File: config.mk
export PLATFORM = sky130hd
export DESIGN_NAME = matrix_row_dot_product
export DESIGN_NICKNAME = d
export VERILOG_FILES = /design/src/rtl/core/mrdp_pkg.sv /design/src/rtl/core/mrdp_ram.sv /design/src/rtl/core/mrdp_mac.sv /design/src/rtl/core/matrix_row_dot_product.sv
export SDC_FILE = /design/constraint.sdc
export NUM_CORES = 2
export LEC_CHECK = 0
export BUFFER_PORTS_ARGS = -buffer_cell sky130_fd_sc_hd__buf_2
export CORE_MARGIN = 2
export CORE_UTILIZATION = 40
export CTS_BUF_LIST = sky130_fd_sc_hd__clkbuf_16
export DETAILED_ROUTE_END_ITERATION = 7
export SYNTH_ARGS = -nofsm -noshare
export SYNTH_HDL_FRONTEND = slang
export SYNTH_SLANG_ARGS = --single-unit
File: constraint.sdc
create_clock -name clk -period 4.05 [get_ports clk]
set_clock_uncertainty 0.1 [all_clocks]
set_input_delay 0.6075 -clock clk [delete_from_list [all_inputs] [get_ports clk]]
set_output_delay 0.6075 -clock clk [all_outputs]
set_load 0.02 [all_outputs]
File: src/rtl/core/mrdp_pkg.sv
package mrdp_pkg;

  // matrix shape
  localparam int P_ROWS    = 16;
  localparam int R_ROWS    = 16;
  localparam int INNER_LEN = 16;

  // field widths
  localparam int CMD_W = 2;
  localparam int ROW_W = 4;
  localparam int COL_W = 4;
  localparam int VAL_W = 8;
  localparam int DOT_W = 20;

  // derived storage and datapath widths
  localparam int PA_W  = (P_ROWS * INNER_LEN > 1) ? $clog2(P_ROWS * INNER_LEN) : 1;
  localparam int RA_W  = (R_ROWS * INNER_LEN > 1) ? $clog2(R_ROWS * INNER_LEN) : 1;
  localparam int K_W   = $clog2(INNER_LEN);
  localparam int ACC_W = $clog2(((2 ** VAL_W) - 1) * ((2 ** VAL_W) - 1) * INNER_LEN + 1);

  localparam logic [DOT_W-1:0] DOT_MAX = {DOT_W{1'b1}};

  // command codes
  localparam logic [CMD_W-1:0] CMD_LOAD_P = 2'd0;
  localparam logic [CMD_W-1:0] CMD_LOAD_R = 2'd1;
  localparam logic [CMD_W-1:0] CMD_QUERY  = 2'd2;

  typedef struct packed {
    logic [CMD_W-1:0] command;
    logic [ROW_W-1:0] row_index;
    logic [COL_W-1:0] col_index;
    logic [VAL_W-1:0] element_value;
  } item_t;

  typedef struct packed {
    logic [DOT_W-1:0] dot_value;
    logic [ROW_W-1:0] p_row;
    logic [COL_W-1:0] r_row;
  } result_t;

  // sequencer to multiply-accumulate
  typedef struct packed {
    logic clear;
    logic en;
  } mac_ctrl_t;

endpackage

File: src/rtl/core/mrdp_ram.sv
module mrdp_ram #(
  parameter int DEPTH = 256,
  parameter int AW    = 8,
  parameter int DW    = 8
) (
  input  logic          clk,
  input  logic          wr_en,
  input  logic [AW-1:0] wr_addr,
  input  logic [DW-1:0] wr_data,
  input  logic          rd_en,
  input  logic [AW-1:0] rd_addr,
  output logic [DW-1:0] rd_data
);

  logic [DW-1:0] mem [DEPTH];

  always_ff @(posedge clk) begin
    if (wr_en) begin
      mem[wr_addr] <= wr_data;
    end
  end

  always_ff @(posedge clk) begin
    if (rd_en) begin
      rd_data <= mem[rd_addr];
    end
  end

endmodule

File: src/rtl/core/mrdp_mac.sv
module mrdp_mac (
  input  logic                         clk,
  input  mrdp_pkg::mac_ctrl_t          ctrl,
  input  logic [mrdp_pkg::VAL_W-1:0]   a,
  input  logic [mrdp_pkg::VAL_W-1:0]   b,
  output logic [mrdp_pkg::DOT_W-1:0]   dot_value
);
  import mrdp_pkg::*;

  logic [ACC_W-1:0]       acc;
  logic [2*VAL_W-1:0]     prod;

  assign prod = a * b;

  always_ff @(posedge clk) begin
    if (ctrl.clear) begin
      acc <= '0;
    end else if (ctrl.en) begin
      acc <= acc + ACC_W'(prod);
    end
  end

  // clamp to the result width
  assign dot_value = (32'(acc) > 32'(DOT_MAX)) ? DOT_MAX : DOT_W'(acc);

endmodule

File: src/rtl/core/matrix_row_dot_product.sv
// Loads (command 0/1): no result; next beat may follow at once.
// Query (command 2): walks the RUN, DRAIN and DONE states from acceptance to the result
//   register, one multiply-accumulate per inner position read from the two element memories.
// Queries: no new item is taken until a query has left the done state, as the single shared
//   multiply-accumulate serves one query at a time; an out-of-range query skips the walk.
// Reset (rst, synchronous, active high) clears sequencer and result valid; memory contents
//   are not cleared and must be written before being queried.
module matrix_row_dot_product (
  input  logic              clk,
  input  logic              rst,
  input  logic              item_valid,
  output logic              item_stall,
  input  mrdp_pkg::item_t   item,
  output logic              result_valid,
  input  logic              result_stall,
  output mrdp_pkg::result_t result
);
  import mrdp_pkg::*;

  typedef enum logic [3:0] {
    ST_IDLE  = 4'b0001,
    ST_RUN   = 4'b0010,
    ST_DRAIN = 4'b0100,
    ST_DONE  = 4'b1000
  } state_t;

  state_t           state, state_next;
  logic [K_W-1:0]   k;            // inner position being read
  logic             rd_v;         // memory data valid this cycle
  logic             zero_q;       // query row out of range
  logic [ROW_W-1:0] p_row_q;
  logic [COL_W-1:0] r_row_q;

  logic             item_take;
  logic             is_query;
  logic             q_in_range;
  logic             p_wr_en, r_wr_en;
  logic [PA_W-1:0]  p_wr_addr, p_rd_addr;
  logic [RA_W-1:0]  r_wr_addr, r_rd_addr;
  logic [VAL_W-1:0] p_rd_data, r_rd_data;
  logic             issue;
  logic             last_k;
  logic             out_free;
  logic [DOT_W-1:0] mac_dot;
  mac_ctrl_t        mac_ctrl;

  // one item in flight; results wait in the output register
  assign item_stall = (state != ST_IDLE);
  assign item_take  = item_valid && !item_stall;
  assign is_query   = (item.command == CMD_QUERY);
  assign q_in_range = (32'(item.row_index) < P_ROWS) && (32'(item.col_index) < R_ROWS);

  // load path: out-of-range writes dropped
  assign p_wr_en   = item_take && (item.command == CMD_LOAD_P) &&
                     (32'(item.row_index) < P_ROWS) && (32'(item.col_index) < INNER_LEN);
  assign r_wr_en   = item_take && (item.command == CMD_LOAD_R) &&
                     (32'(item.row_index) < R_ROWS) && (32'(item.col_index) < INNER_LEN);
  assign p_wr_addr = PA_W'(32'(item.row_index) * INNER_LEN + 32'(item.col_index));
  assign r_wr_addr = RA_W'(32'(item.row_index) * INNER_LEN + 32'(item.col_index));

  // query path: walk inner positions of the two rows
  assign issue     = (state == ST_RUN);
  assign last_k    = (k == K_W'(INNER_LEN - 1));
  assign p_rd_addr = PA_W'(32'(p_row_q) * INNER_LEN + 32'(k));
  assign r_rd_addr = RA_W'(32'(r_row_q) * INNER_LEN + 32'(k));

  mrdp_ram #(
    .DEPTH (P_ROWS * INNER_LEN),
    .AW    (PA_W),
    .DW    (VAL_W)
  ) u_p_mem (
    .clk     (clk),
    .wr_en   (p_wr_en),
    .wr_addr (p_wr_addr),
    .wr_data (item.element_value),
    .rd_en   (issue),
    .rd_addr (p_rd_addr),
    .rd_data (p_rd_data)
  );

  mrdp_ram #(
    .DEPTH (R_ROWS * INNER_LEN),
    .AW    (RA_W),
    .DW    (VAL_W)
  ) u_r_mem (
    .clk     (clk),
    .wr_en   (r_wr_en),
    .wr_addr (r_wr_addr),
    .wr_data (item.element_value),
    .rd_en   (issue),
    .rd_addr (r_rd_addr),
    .rd_data (r_rd_data)
  );

  // accumulator cleared as a query is taken, adds each returned pair
  assign mac_ctrl.clear = item_take && is_query;
  assign mac_ctrl.en    = rd_v;

  mrdp_mac u_mac (
    .clk       (clk),
    .ctrl      (mac_ctrl),
    .a         (p_rd_data),
    .b         (r_rd_data),
    .dot_value (mac_dot)
  );

  // result register can take a new beat
  assign out_free = !result_valid || !result_stall;

  always_comb begin
    state_next = state;
    case (state)
      ST_IDLE: begin
        if (item_take && is_query) begin
          state_next = q_in_range ? ST_RUN : ST_DONE;
        end
      end
      ST_RUN: begin
        if (last_k) begin
          state_next = ST_DRAIN;
        end
      end
      ST_DRAIN: begin
        state_next = ST_DONE;
      end
      ST_DONE: begin
        if (out_free) begin
          state_next = ST_IDLE;
        end
      end
      default: begin
        state_next = ST_IDLE;
      end
    endcase
  end

  always_ff @(posedge clk) begin
    if (rst) begin
      state        <= ST_IDLE;
      rd_v         <= 1'b0;
      result_valid <= 1'b0;
    end else begin
      state <= state_next;
      rd_v  <= issue;
      if (state == ST_DONE && out_free) begin
        result_valid <= 1'b1;
      end else if (!result_stall) begin
        result_valid <= 1'b0;
      end
    end
  end

  // payload and walk registers, no reset
  always_ff @(posedge clk) begin
    if (item_take && is_query) begin
      p_row_q <= item.row_index;
      r_row_q <= item.col_index;
      zero_q  <= !q_in_range;
      k       <= '0;
    end else if (issue) begin
      k <= k + K_W'(1);
    end
    if (state == ST_DONE && out_free) begin
      result.dot_value <= zero_q ? '0 : mac_dot;
      result.p_row     <= p_row_q;
      result.r_row     <= r_row_q;
    end
  end

  // walk ends after the last inner position
  a_run_to_drain: assert property (@(posedge clk) disable iff (rst)
    (state == ST_RUN && last_k) |=> (state == ST_DRAIN))
    else $error("walk did not end at last inner position");

  // final pair must be in flight when draining
  a_drain_data: assert property (@(posedge clk) disable iff (rst)
    (state == ST_DRAIN) |-> rd_v)
    else $error("drain without pending memory data");

  // a new result only ever comes from the done state
  a_result_src: assert property (@(posedge clk) disable iff (rst)
    $rose(result_valid) |-> ($past(state) == ST_DONE))
    else $error("result raised outside done state");

  // done hands off as soon as the result register frees
  a_done_handoff: assert property (@(posedge clk) disable iff (rst)
    (state == ST_DONE && out_free) |=> (result_valid && state == ST_IDLE))
    else $error("done state failed to hand off result");

endmodule
# [Yosys cells after proc, flatten, opt, wreduce, memory -nomap -nowiden]
# Memories as Yosys holds them, arrays and structs flattened. A register that Yosys moved wholly into a read port is not among the register bits.
# Index checks and enable logic that the tools add are counted.
[word_totals] inputBits=22 regBits=66 word_cells=51 memories=2 output_inout_bits=30 ramBits=4096
[op_classes] add_sub_neg=5 eq_ne=12 n_mul=1 mux=10 n_reduce_logical=11
[memory_table] name="u_p_mem.mem" words=256 width=8 rd=1 rd_clocked_by_memory_dff=1 write_ports=1 line="mrdp_ram.sv:15" text="logic [DW-1:0] mem [DEPTH];"
[memory_table] name="u_r_mem.mem" words=256 width=8 rd=1 rd_clocked_by_memory_dff=1 write_ports=1 line="mrdp_ram.sv:15"
[op_table] operator="$add A8 B4 Y8" count=3
[op_table] operator="$add A20 B16 Y20" count=1
[op_table] operator="$mul A8 B8 Y16" count=1
[op_table] operator="$pmux W4 S4" count=1
[op_table] operator="$mux W4" count=3
[op_table] operator="$eq A4 B4 Y1 const B" count=2
[op_table] operator="$mux W1" count=6
[op_table] operator="$logic_and A1 B1 Y1" count=5
[op_table] operator="$add A4 B1 Y4 const B" count=1
[op_table] operator="$eq A4 B1 Y1 const B" count=1
[op_table] operator="$eq A4 B2 Y1 const B" count=1
[op_table] operator="$eq A4 B3 Y1 const B" count=1
[op_table] operator="$ne A2 B1 Y1 const B" count=2
[op_table] operator="$ne A2 B2 Y1 const B" count=2
[op_table] operator="$ne A4 B1 Y1 const B" count=1
[op_table] operator="$logic_not A1 Y1" count=3
[op_table] operator="$reduce_and A3 Y1" count=1
[op_table] operator="$eq A2 B1 Y1 const B" count=1
[op_table] operator="$eq A2 B2 Y1 const B" count=1
[op_table] operator="$logic_not A2 Y1" count=1
[op_table] operator="$logic_or A1 B1 Y1" count=1

# [Logic depth before layout (Yosys ltp)]
[logic_depth] depth_word=6 mapped_depth=18 mapped_depth_nobuf=17

# [Modules after synthesis]
# From an unflattened synthesis, not the netlist that was laid out.
[unflattened] cells_unflattened=7961 area_unflattened_um2=164233.8
[modules_own_cells] module="mrdp_ram" cells_each=3733 seq_area_each_um2=61739.2 area_per_inst_um2=79636.4 n_inst=2
[modules_own_cells] module="mrdp_mac" cells_each=406 seq_area_each_um2=400.4 area_per_inst_um2=3408.3 n_inst=1
[modules_own_cells] module="matrix_row_dot_product" cells_each=89 seq_area_each_um2=1281.2 area_per_inst_um2=1552.7 n_inst=1

# [Worst setup path after synthesis]
# OpenSTA, ideal clock, no wires.
[synth_timing] path_kind="flip-flop to flip-flop" from="register u_r_mem.rd_data[0], read port of u_r_mem.mem" to="register u_mac.acc[12] (netlist: u_mac.dot_value[12])" stages_incl_launch_ff=18 slack_ns=-0.437 arrival_time_ns=4.325 required_ns=3.888 cell_sequence="edfxtp_1 > clkbuf_1 > nand2_1 > fa_1 > inv_1 > fa_1 > inv_1 > fa_1 > fa_1 > inv_1 > ha_1 > o21ai_0 > o21ai_0 > a31oi_1 > nor2b_1 > o21ai_0 > or4b_2 > nand3_1"
[synth_between] elab_chain_len=2
[synth_rtl] item="start, declared" line="mrdp_ram.sv:12" text="output logic [DW-1:0] rd_data"
[synth_rtl] item="$mul A8 B8 Y16" line="mrdp_mac.sv:13" text="assign prod = a * b;"
[synth_rtl] item="$add A20 B16 Y20" line="mrdp_mac.sv:19" text="acc <= acc + ACC_W'(prod);"
[synth_rtl] item="end signal, assigned" line="mrdp_mac.sv:19"
[synth_rtl] item="end, declared" line="mrdp_mac.sv:10" text="logic [ACC_W-1:0] acc;"
# Every way passes these cells.
# A chain may end at the register's enable or synchronous reset.

# [Worst setup path in the final report]
[layout_timing] from="register u_p_mem.rd_data[4], read port of u_p_mem.mem" to="register u_mac.acc[12] (netlist: u_mac.dot_value[12])"
[layout_between] elab_chain_len=2
[layout_rtl] item="start, declared" line="mrdp_ram.sv:12"
[layout_rtl] item="$mul A8 B8 Y16" line="mrdp_mac.sv:13"
[layout_rtl] item="$add A20 B16 Y20" line="mrdp_mac.sv:19"
# Every way passes these cells.

==> results by group <==
Routing
  • Uppermost layer routed: met5
  • Iteration-0 DRC Markers: 11100
  • M1 WL: 185000 um
  • TritonRoute pass-1 iters: 6
  • DR WL met2: 225000 um
  • Drt wl/cell: 31.7 um
  • Final WL: 467000 um
  • Routed Antenna Nets: 0
  • Drt drc: 0
  • Vias/cell: 5.84
  • Vias: about 86000
  • Met3 wire length: 38500 um

Worst setup path
  • Crit path required time: 4.85 ns
  • Cells along the critical path: buf_6 > nand2_4 > fa_1 > inv_2 > fa_1 > ha_1 > inv_2 > fa_1 > inv_2 > ha_1 > a211oi_2 > buf_4 > o21ai_4 > a31oi_2 > nor2b_1 > o21ai_1 > or4b_2 > nand3_1
  • Crit-path slowest cell: or4b_2
  • Worst setup SP type: register
  • Crit Path Class: reg2reg
  • Worst EP arrival: ~5.3 ns
  • R2R Setup Slk: -0.44 ns
  • Worst setup EP type: register
  • Crit-path max FO: 7
  • CP max stage delay: 0.62 ns

Synth
  • Syn Area/Cell: around 21 um^2
  • Synth warn: 0
  • Synth area leader: edfxtp_1
  • Post-synth EDFFs: 4148
  • Mapped cell area: 164000 um^2
  • Synth Area in Simple Gates: ~2.7%
  • Xor and xnor fraction of the mapped netlist area: 0.0694%
  • Seq/Total Area, Yosys: 76.3%
  • Mux cell area share after synthesis: 14.8%
  • Commonest cells post-synth: edfxtp_1 (4148), mux4_2 (895), nor2_1 (595)
  • Flops & latches, synth: 4178
  • Post-Synth Adder-Cell Area: 0.930%
  • Primary FF master, synth: edfxtp_1
  • Fraction of registers with async set/reset: 0%
  • Largest family of logic cells by synthesized area: multiplexers
  • Yosys cell types: 91
  • Share of the synthesized area in the top cell type: 75.9%
  • Compound-Gate Fraction of Synth Area: 3.29%
  • Post-synthesis instance total: 7951
  • Count leader, synth: edfxtp_1
  • Synth top area cells: edfxtp_1 (76%), mux4_2 (12%), mux2i_1 (2.3%)
  • Mapped Nets: 8065

Timing
  • Slew HR: under 10%
  • Least-Margin Pin Slew: 1.41 ns
  • RSZ-0062 raised after global routing: yes
  • Final worst-path cycle share: 111%
  • Pins Over Slew Limit: 0
  • Fmax achieved: about 220 MHz
  • Final worst slack: -0.436 ns
  • # setup viols final: 11
  • Fin crit period: 4.49 ns
  • Final hold vios: 0
  • Hold_ws: around 0.015 ns

Global routing
  • Vias in the first global route: 86600
  • Total track usage: 22.1%
  • Largest net degree at the start of global routing: between 150 and 200
  • Initial antenna violation count: 26
  • First-pass GRT wire length: 660000 um
  • Total grt overflow: 0

Clocking
  • Skew-Pair Late Insertion Delay: between 0.9 and 1 ns
  • Clock Sink Count: 4178
  • Max Buffers Root-to-Sink: 4
  • Reg clk slew, reported paths: 0.06 ns
  • Cts bufs inserted: 415
  • TritonCTS clock tree: built
  • H-Tree Level Count: 5
  • CTS root buf: clkbuf_16

Floorplanning
  • FP Rows: between 200 and 250
  • Top-Level Pins: 52
  • DIE WIDTH: ~640 um
  • Full die area: 415000 um^2
  • Core outline area: 409000 um^2
  • Die Height: 644 um
  • Initial Util: 40.1%

Worst hold path
  • Worst hold path type: in2reg

Layout
  • Fillcell total: about 34000
  • Multi-input logic area: about 36000 um^2
  • NumNets Final: 9050
  • Fraction of layout cells with a size suffix above 1: between 20 and 30%
  • Syn-to-layout area delta: 16.6%
  • Reg area: 125000 um^2

Power and ir drop
  • Leak: 60.2 nW
  • Peak supply drop: 0.431 mV
  • Sequential power share: 44.2%
  • Clock power share: 34.9%
  • Total power: 108 mW
  • Switch Pwr: 28.7 mW
  • Comb power frac: 20.9%
  • Net Sw Frac: 26.5%
  • PwrDens: 566 nW/um^2
  • Int Pwr: 79.6 mW

Outcome
  • Violated checks: negative setup slack
  • Outcome: complete, but fails checks

Placement
  • Buffers on Ports: 51
  • Global placement routability congestion: 0.857
  • Hpwl dp: 294000 um

Flow run
  • Max-Cap Viols: 0
==> cell usage in the layout, fill, tap and decap left out, types with 27 or more instances in the layout <==
cell / instances
a211oi_1: 53
a21oi_1: 137
a221oi_1: 39
a22o_1: 33
a22oi_1: 163
and2_1: 31
buf_12: 123
buf_2: 43
buf_4: 863
bufinv_16: 36
clkbuf_16: 418
clkinv_1: 103
clkinv_2: 82
edfxtp_1: 4148
fa_1: 46
ha_1: 34
inv_1: 169
mux2i_1: 369
mux4_2: 895
nand2_1: 190
nand3_1: 53
nor2_1: 586
nor2b_1: 27
o21ai_0: 70
o221ai_1: 73
o22ai_1: 56
==> power groups by stage <==
stage | combinational [mW] | sequential (mW) | clock, mW
detailed placement | 22.1 | 48.8 | 0
global placement | 22.1 | 48.8 | 0
global route | 24.0 | 47.8 | 39.9
CTS | 22.6 | 47.9 | 38.2
floorplan | 14.4 | 48.7 | 0
finish | 22.7 | 47.9 | 37.8
==> cell type report <==
cell class / count / area share [%]
timing repair buffer: 1052 / 4.93
clock inverter: 345 / 1.47
multi-input combinational: 3186 / 18.9
sequential: 4178 / 65.4
antenna: 12 / 0.0157
clock buffer: 418 / 5.47
inverter: 103 / 0.206
tap: 5451 / 3.57
==> worst max-delay path, delay by kind of cell, from the launching register on <==
| family | cells | cell delay (ns) |
|---|---|---|
| fa+ha+maj | 5 | 2.04 |
| simple gates | 4 | 0.86 |
| flops | 1 | 0.52 |
| compound gates | 4 | 0.45 |
| buf+inv | 5 | 0.44 |
==> stage by stage <==
stage                     util, %  area (um^2)  setup slack (ns)  cells  TNS, ns
after detailed placement     43.4       178000            -0.559  13900    -3.87
after global placement       43.4       178000            -0.533  13900    -3.66
final                        46.8       191000            -0.436  14700    -3.00
after CTS                    46.7       191000            -0.458  14700    -3.28
after floorplan                 -       164000            -0.157   7951   -0.487
after global routing         46.8       191000            -0.631  14700    -5.23
==> repair_timing <==
| item | CTS | global route |
|---|---|---|
| hold buffers | 12 | 0 |
| resized for setup | 26 | 22 |
| setup endpoints to repair | 13 | 37 |
| hold endpoints to repair | 70 | 0 |
| setup buffers | 12 | 6 |
| pin swaps | 18 | 14 |
==> flip-flops by register name (all words and copies together), names as in the netlist <==
register         count
u_r_mem.mem       2048
u_r_mem.rd_data      8
u_p_mem.mem       2048
u_p_mem.rd_data      8
result              28
state                4
result_valid         1
rd_v                 1
k                    4
r_row_q              4
u_mac.dot_value     20
p_row_q              4
==> cell families (layout without fill, tap and decap cells) <==
| logic type | after synthesis | in the layout |
|---|---|---|
| AOI/OAI and AO/OA | 768 | 768 |
| xor gates and xnor gates | 13 | 13 |
| adders and majority gates | 92 | 92 |
| buffers and inverters | 587 | 1918 |
| DFF | 4178 | 4178 |
| muxes | 1284 | 1284 |
| other | 0 | 12 |
| and+or+nand+nor | 1029 | 1029 |
==> per-layer routing <==
layer / global-route usage [%] / vias up
li1: - / 34900
met1: 30.4 / 46300
met2: 35.9 / 4125
met3: 3.47 / 767
met4: 8.01 / 14
met5: 0 / -
==> path summary, 6_finish.rpt <==
| path | startpoint | to | depth (start not counted) |
|---|---|---|---|
| min | item[4] | u_r_mem.mem[3][4]$_DFFE_PP_ | 1 |
| max reg2reg | u_p_mem.rd_data[4]$_DFFE_PP_ | u_mac.dot_value[12]$_SDFFE_PP0P_ | 18 |
| min reg2reg | u_mac.dot_value[1]$_SDFFE_PP0P_ | result[9]$_DFFE_PP_ | 0 |
| max | u_p_mem.rd_data[4]$_DFFE_PP_ | u_mac.dot_value[12]$_SDFFE_PP0P_ | 18 |
Note: power is estimated with default switching activity, not from simulation.
